--- config.mk ---
export PLATFORM = sky130hd
export DESIGN_NAME = skte_ctrl
export DESIGN_NICKNAME = d
export VERILOG_FILES = /design/src/design/skte_pkg.sv /design/src/design/skte_ctrl.sv
export SDC_FILE = /design/constraint.sdc
export NUM_CORES = 1
export LEC_CHECK = 0
export BUFFER_PORTS_ARGS = -buffer_cell sky130_fd_sc_hd__buf_2
export CAP_MARGIN = 20
export CORE_UTILIZATION = 44
export DETAILED_ROUTE_END_ITERATION = 12
export HOLD_SLACK_MARGIN = 0.06
export PLACE_DENSITY = 0.7
export SLEW_MARGIN = 20
export SYNTH_ARGS = -nofsm -noshare
export SYNTH_HDL_FRONTEND = slang
export SYNTH_SLANG_ARGS = --single-unit
--- constraint.sdc ---
create_clock -name clk_i -period 3.4 [get_ports clk_i]
set_input_delay 0.17 -clock clk_i [delete_from_list [all_inputs] [get_ports clk_i]]
set_output_delay 0.17 -clock clk_i [all_outputs]
set_load 0.01 [all_outputs]
--- src/design/skte_pkg.sv ---
// Shared types and constants for the sorted key table engine.
// No dependencies; used by skte_ctrl, skte_dpath and the top level.
`default_nettype none

package skte_pkg;

  localparam int unsigned TableDepthDef = 64;
  localparam int unsigned KeyBytesDef   = 8;
  localparam int unsigned KeyW          = 64;
  localparam int unsigned ValW          = 64;
  localparam int unsigned IdxOutW       = 6;
  localparam int unsigned CntOutW       = 7;

  typedef enum logic [1:0] {
    FUNC_INSERT = 2'd0,
    FUNC_UPDATE = 2'd1,
    FUNC_DELETE = 2'd2,
    FUNC_NOP    = 2'd3
  } func_e;

  typedef enum logic [1:0] {
    ST_DONE    = 2'd0,
    ST_DUP     = 2'd1,
    ST_MISSING = 2'd2,
    ST_FULL    = 2'd3
  } status_e;

  typedef struct packed {
    logic [1:0]      func;
    logic [KeyW-1:0] key;
    logic [ValW-1:0] value;
  } in_t;

  typedef struct packed {
    logic [1:0]         status;
    logic [IdxOutW-1:0] entry_index;
    logic [CntOutW-1:0] entries_now;
  } out_t;

  typedef enum logic [2:0] {
    PTR_HOLD  = 3'd0,
    PTR_CLEAR = 3'd1,
    PTR_INC   = 3'd2,
    PTR_DEC   = 3'd3,
    PTR_CNT   = 3'd4,
    PTR_POS   = 3'd5
  } ptr_op_e;

  typedef enum logic [1:0] {
    RD_PTR  = 2'd0,
    RD_PREV = 2'd1,
    RD_NEXT = 2'd2
  } rd_sel_e;

  typedef enum logic [1:0] {
    CNT_HOLD = 2'd0,
    CNT_INC  = 2'd1,
    CNT_DEC  = 2'd2
  } cnt_op_e;

  typedef struct packed {
    logic    load;
    ptr_op_e ptr_op;
    logic    rd_en;
    rd_sel_e rd_sel;
    logic    wr_en;
    logic    wr_at_pos;
    logic    wr_shift;
    logic    pos_set;
    logic    pos_hit;
    cnt_op_e cnt_op;
    logic    resp_load;
    status_e resp_status;
    logic    resp_use_pos;
  } cmd_t;

  typedef struct packed {
    func_e func;
    logic  ptr_at_cnt;
    logic  key_ge;
    logic  key_eq;
    logic  match;
    logic  full;
    logic  ptr_gt_pos;
    logic  next_lt_cnt;
    logic  out_free;
  } sts_t;

endpackage

`default_nettype wire

--- src/design/skte_ctrl.sv ---
// Controller of the sorted key table engine: one-hot sequencer for scan,
// shift and write steps. Depends on skte_pkg; drives skte_dpath commands.
`default_nettype none

module skte_ctrl (
  input  wire             clk_i,
  input  wire             rst_ni,
  input  wire             in_valid_i,
  output logic            in_stall_o,
  input  skte_pkg::sts_t  sts_i,
  output skte_pkg::cmd_t  cmd_o
);

  typedef enum logic [9:0] {
    S_IDLE     = 10'b00_0000_0001,
    S_SCAN_RD  = 10'b00_0000_0010,
    S_SCAN_CMP = 10'b00_0000_0100,
    S_DECIDE   = 10'b00_0000_1000,
    S_ISH_CHK  = 10'b00_0001_0000,
    S_ISH_WR   = 10'b00_0010_0000,
    S_WRITE    = 10'b00_0100_0000,
    S_DSH_CHK  = 10'b00_1000_0000,
    S_DSH_WR   = 10'b01_0000_0000,
    S_RESP     = 10'b10_0000_0000
  } state_e;

  state_e            state_q, state_d;
  skte_pkg::status_e code_q, code_d;

  assign in_stall_o = (state_q != S_IDLE);

  always_comb begin
    state_d = state_q;
    code_d  = code_q;
    cmd_o   = '0;
    case (state_q)
      S_IDLE: begin
        if (in_valid_i) begin
          cmd_o.load   = 1'b1;
          cmd_o.ptr_op = skte_pkg::PTR_CLEAR;
          code_d       = skte_pkg::ST_DONE;
          state_d      = S_SCAN_RD;
        end
      end
      S_SCAN_RD: begin
        if (sts_i.ptr_at_cnt) begin
          cmd_o.pos_set = 1'b1;
          cmd_o.pos_hit = 1'b0;
          state_d       = S_DECIDE;
        end else begin
          cmd_o.rd_en  = 1'b1;
          cmd_o.rd_sel = skte_pkg::RD_PTR;
          state_d      = S_SCAN_CMP;
        end
      end
      S_SCAN_CMP: begin
        if (sts_i.key_ge) begin
          cmd_o.pos_set = 1'b1;
          cmd_o.pos_hit = sts_i.key_eq;
          state_d       = S_DECIDE;
        end else begin
          cmd_o.ptr_op = skte_pkg::PTR_INC;
          state_d      = S_SCAN_RD;
        end
      end
      S_DECIDE: begin
        case (sts_i.func)
          skte_pkg::FUNC_INSERT: begin
            if (sts_i.match) begin
              code_d  = skte_pkg::ST_DUP;
              state_d = S_RESP;
            end else if (sts_i.full) begin
              code_d  = skte_pkg::ST_FULL;
              state_d = S_RESP;
            end else begin
              cmd_o.ptr_op = skte_pkg::PTR_CNT;
              state_d      = S_ISH_CHK;
            end
          end
          skte_pkg::FUNC_UPDATE: begin
            if (sts_i.match) begin
              state_d = S_WRITE;
            end else begin
              code_d  = skte_pkg::ST_MISSING;
              state_d = S_RESP;
            end
          end
          skte_pkg::FUNC_DELETE: begin
            if (sts_i.match) begin
              cmd_o.ptr_op = skte_pkg::PTR_POS;
              state_d      = S_DSH_CHK;
            end else begin
              code_d  = skte_pkg::ST_MISSING;
              state_d = S_RESP;
            end
          end
          default: begin
            state_d = S_RESP;
          end
        endcase
      end
      S_ISH_CHK: begin
        if (sts_i.ptr_gt_pos) begin
          cmd_o.rd_en  = 1'b1;
          cmd_o.rd_sel = skte_pkg::RD_PREV;
          state_d      = S_ISH_WR;
        end else begin
          state_d = S_WRITE;
        end
      end
      S_ISH_WR: begin
        cmd_o.wr_en    = 1'b1;
        cmd_o.wr_shift = 1'b1;
        cmd_o.ptr_op   = skte_pkg::PTR_DEC;
        state_d        = S_ISH_CHK;
      end
      S_WRITE: begin
        cmd_o.wr_en     = 1'b1;
        cmd_o.wr_at_pos = 1'b1;
        if (sts_i.func == skte_pkg::FUNC_INSERT) begin
          cmd_o.cnt_op = skte_pkg::CNT_INC;
        end
        state_d = S_RESP;
      end
      S_DSH_CHK: begin
        if (sts_i.next_lt_cnt) begin
          cmd_o.rd_en  = 1'b1;
          cmd_o.rd_sel = skte_pkg::RD_NEXT;
          state_d      = S_DSH_WR;
        end else begin
          cmd_o.cnt_op = skte_pkg::CNT_DEC;
          state_d      = S_RESP;
        end
      end
      S_DSH_WR: begin
        cmd_o.wr_en    = 1'b1;
        cmd_o.wr_shift = 1'b1;
        cmd_o.ptr_op   = skte_pkg::PTR_INC;
        state_d        = S_DSH_CHK;
      end
      S_RESP: begin
        if (sts_i.out_free) begin
          cmd_o.resp_load    = 1'b1;
          cmd_o.resp_status  = code_q;
          cmd_o.resp_use_pos = (code_q == skte_pkg::ST_DONE) &&
                               (sts_i.func != skte_pkg::FUNC_NOP);
          state_d            = S_IDLE;
        end
      end
      default: begin
        state_d = S_IDLE;
      end
    endcase
  end

  always_ff @(posedge clk_i or negedge rst_ni) begin
    if (!rst_ni) begin
      state_q <= S_IDLE;
      code_q  <= skte_pkg::ST_DONE;
    end else begin
      state_q <= state_d;
      code_q  <= code_d;
    end
  end

  a_wr_only_on_hit: assert property (@(posedge clk_i) disable iff (!rst_ni)
    state_q == S_WRITE && sts_i.func != skte_pkg::FUNC_INSERT |-> sts_i.match)
    else $error("update write without a matching entry");

  a_accept_idle: assert property (@(posedge clk_i) disable iff (!rst_ni)
    cmd_o.load |=> state_q == S_SCAN_RD)
    else $error("accepted beat did not start a scan");

  a_resp_returns: assert property (@(posedge clk_i) disable iff (!rst_ni)
    cmd_o.resp_load |=> state_q == S_IDLE)
    else $error("sequencer did not return to idle after result");

endmodule

`default_nettype wire

Word level (Yosys, flattened, before mapping)
Cells that the tools add are included.
{ "op_classes": {"n_addsub": 0, "mul": 0, "div": 0, "n_lt_le_gt_ge": 0, "n_eq_ne": 19, "shift": 0, "n_mux": 41, "bitwise_logic": 0, "reduce_logical": 9} }
{ "ops": {"columns": ["op", "count"], "rows": [
  ["$pmux W10 S10", 1],
  ["$mux W10", 7],
  ["$pmux W10 S3", 1],
  ["$mux W4", 5],
  ["$mux W3", 6],
  ["$mux W2", 8],
  ["$pmux W2 S2", 4],
  ["$pmux W3 S5", 1],
  ["$eq A10 B1 Y1 const B", 1],
  ["$eq A10 B10 Y1 const B", 1],
  ["$eq A10 B2 Y1 const B", 1],
  ["$eq A10 B3 Y1 const B", 1],
  ["$eq A10 B4 Y1 const B", 1],
  ["$eq A10 B5 Y1 const B", 1],
  ["$eq A10 B6 Y1 const B", 1],
  ["$eq A10 B7 Y1 const B", 1],
  ["$eq A10 B8 Y1 const B", 1],
  ["$eq A10 B9 Y1 const B", 1],
  ["$ne A10 B1 Y1 const B", 1],
  ["$pmux W3 S3", 1],
  ["$mux W7", 1],
  ["$ne A2 B2 Y1 const B", 3],
  ["$ne A3 B3 Y1 const B", 2],
  ["$pmux W3 S2", 1],
  ["other kinds (11)", 17]
]} }
{ "word_totals": {"register_bits": 12, "latch_bits": 0, "mem_bits_rw": 0, "mem_bits_ro": 0, "out_inout_bits": 19, "word_cells": 71, "n_memories": 0} }

Depth between registers and ports, before layout
{ "depth": {"ltp_word": 4, "mapped_depth": 6, "mapped_depth_nobuf": 6} }

Worst setup path after synthesis
No wires, ideal clock.
{ "synth_timing": {"kind": "register to output", "start": "reg state_q[2]", "end": "out cmd_o[4] in the netlist's numbering", "t_arrival_ns": 1.719, "path_slack_ns": 1.511, "stages_incl_launch_ff": 6, "path_cell_list": "dfrtp_1 > clkbuf_1 > nor3_2 > nand3_1 > nor3b_1 > and2_1"} }
{ "synth_rtl": {"columns": ["item", "line", "rtl"], "rows": [
  ["from (decl)", "skte_ctrl.sv:27", "state_e state_q, state_d;"],
  ["from (signal assigned)", "skte_ctrl.sv:161", "state_q <= state_d;"],
  ["to (decl)", "skte_ctrl.sv:11", "output skte_pkg::cmd_t cmd_o"]
]} }

==> impl_results.md <==
- Layout cells sized above 1: 28.2%
- Final Util: 56.0%
- Worst Path Max Fanout: 9
- Slew @ Worst Pin: 0.628 ns
- Peak VDD IR: 304 uV
- Hold Path Class: in -> reg
- Die span in y: 50.0 microns
- Final slew viol count: 0
- Die ar.: 2500 sq um
- Post-synth EDFFs: 0
- Yosys reg bits: 12
- Final Cycle Share: 68.5%
- Vias per cell: 5.56
- CTS sink count: 12
- Cells after Synth: 124
- WL/cell: 13.6 microns
- Layout Nets: 174
- Final hold viol count: 0
- DP Cell Count: 179
- Final setup vio count: 0
- Crit path time final: 2.33 ns
- Crit end category: output port
- Hold buffers post-CTS: 1
- Leak Pwr: 0.669 nW
- Design Power: 0.579 mW
- Fin Clk Skew: 0.0129 ns
- Initial Util: 46.3%
- Fin area: 1230 sq um
- Post-Syn Nets: 141
- First-pass GRT wire length: 4.16 mm
- First DRT Iteration DRCs: 31
- Outcome: finished, final reports clean
- Antenna-violating nets left: 0
- Avg Inst Size Synth: 8.17 sq um
- Primary FF master, synth: dfrtp_1
- Slew headroom: 58.0%
- Area leader, netlist: dfrtp_1
- Clock Path Buffers: 2
- Syn. warnings: 0
- Non-Filler Instances: 184
- IO buf count: 31
- Multi-input combinational cell area: 626 sq um
- WP data required: 3.23 ns
- MaxCap Viol Count: 0
- Clock-pin transition on the worst setup and hold timing paths: 0.09 ns
- Asr flop ratio synth: 100%
- Layout area overhead: 21.1%
- Via count: 1,023
- RSZ-0062 raised after global routing: false
- CP arrival: 2.16 ns
- Register area: 302 sq um
- Routed Wire Length: 2.49 mm
- Antenna diodes: 0
- Drt drc: 0
- GP Congestion: 0.889
- Largest net degree at the start of global routing: 13
- Startpoint types: register
- DPL Wire Length: 1.89 mm
- Initial antenna violation count: 0
- Fmax: 429 MHz
- Synth Cell Area: 1010 sq um
- Number of global-route vias before repair: 943
- Hold Path Stages: 2
- Synth unique cells: 45
- # resized after CTS: 0
- GRT Util Overall: 22.5%
- Core area: 2190 sq um
- Total gr overflow: 0
- Synth area leaders: dfrtp_1, inv_1, ha_1
- # IOs: 32
- Sequential share of the synthesized area: 29.8%
- Fill count: 199
- CTS root buf: clkbuf_4
- Worst r2r path cells: 4
- Power per cell area: 472 nW/um^2
- Width of the die: 50.0 microns
- CTS HTree Levels: 1
- Placed cell area: 1180 sq um
- Top cell type's share of synthesized area: 27.2%
- Critical path class: reg -> out
- Setup Buffers After CTS: 0
- DRT Pass-1 Iters: 4
- Floorplan row count: 17
- Worst skew pair latency: 0.29 ns
- CTS Buf Count: 3
- TritonCTS clock tree: done
- Setup TNS: 0 ns
==> area by class of cell <==
type,instances,share of cell area [%]
Clock buffer,4,2.96
Inverter,17,5.20
Multi-Input combinational cell,91,51.0
Sequential cell,12,24.6
Tap cell,28,2.85
Timing Repair Buffer,32,13.5
==> worst max-delay path, stage by stage, from the launching register on <==
cell,delay (ns)
dfrtp_1,0.47
nor4_4,0.55
and2_2,0.29
nand2_1,0.11
o311ai_1,0.27
buf_2,0.18
==> registers in the layout, summed over array words and instances (netlist names) <==
signal	cells
code_q	2
state_q	10
==> metal layers <==
| metal | vias up | wire length (microns) | global-route usage [%] |
|---|---|---|---|
| li1 | 516 | - | - |
| met1 | 466 | 1170 | 28.4 |
| met4 | 0 | 9 | 10.5 |
| met3 | 2 | 189 | 7.72 |
| met5 | - | 0 | 0 |
| met2 | 39 | 1130 | 34.0 |
==> kinds of logic (layout without fill, tap and decap cells) <==
logic type / count (synthesis) / after routing / synth area share (%)
compound gates: 27 / 27 / 19.0
simple gates: 57 / 57 / 35.2
xor+xnor: 3 / 3 / 2.59
flops: 12 / 12 / 29.8
buf+inv: 21 / 53 / 8.52
fa+ha+maj: 4 / 4 / 4.94
==> through the flow <==
stage,setup WS [ns],hold slack (ns)
detailed placement,1.41,0.0720
CTS,1.09,0.0717
finish,1.07,0.0773
floorplan,1.51,-0.126
global placement,1.47,0.0661
global route,0.894,0.0837
==> cell usage in the layout, fill, tap and decap left out, drive strengths merged, types with 4 or more instances in the layout <==
cell type   n
nand2       9
buf        31
clkbuf      4
nand3       4
dfrtp      11
ha          4
nor3        6
nor2        9
inv        17
o21ai       7
nand4       6
a21oi       4
==> final timing paths <==
| path | slack, ns | start | to |
|---|---|---|---|
| max in group asynchronous | 2.84 | rst_ni | state_q[0] |
| min in group asynchronous | 0.29 | rst_ni | state_q[7] |
| setup / recovery | 1.07 | state_q[9] | cmd_o[13] |
| setup reg to reg | 1.40 | state_q[9] | code_q[1] |
| hold / removal | 0.08 | sts_i[2] | state_q[6] |
| hold reg to reg | 0.53 | code_q[0] | code_q[0] |
==> cells in the mapped netlist, types with 3 or more instances <==
cell type / instances
xor2_1: 3
clkbuf_1: 3
nor3_1: 5
inv_1: 17
nor2_1: 9
o21ai_0: 7
nor2b_1: 3
nand3_1: 4
ha_1: 4
nand4_1: 5
a21oi_1: 4
o31ai_1: 3
nand2_1: 9
dfrtp_1: 11
==> power by group <==
group | internal [mW] | switching (mW) | total (mW) | leakage (nW)
registers | 0.168 | 0.0409 | 0.208 | 0.163
logic | 0.104 | 0.148 | 0.253 | 0.485
clock network | 0.0652 | 0.0531 | 0.118 | 0.0210
total | 0.337 | 0.243 | 0.579 | 0.669
(Power assumes the default switching activity.)
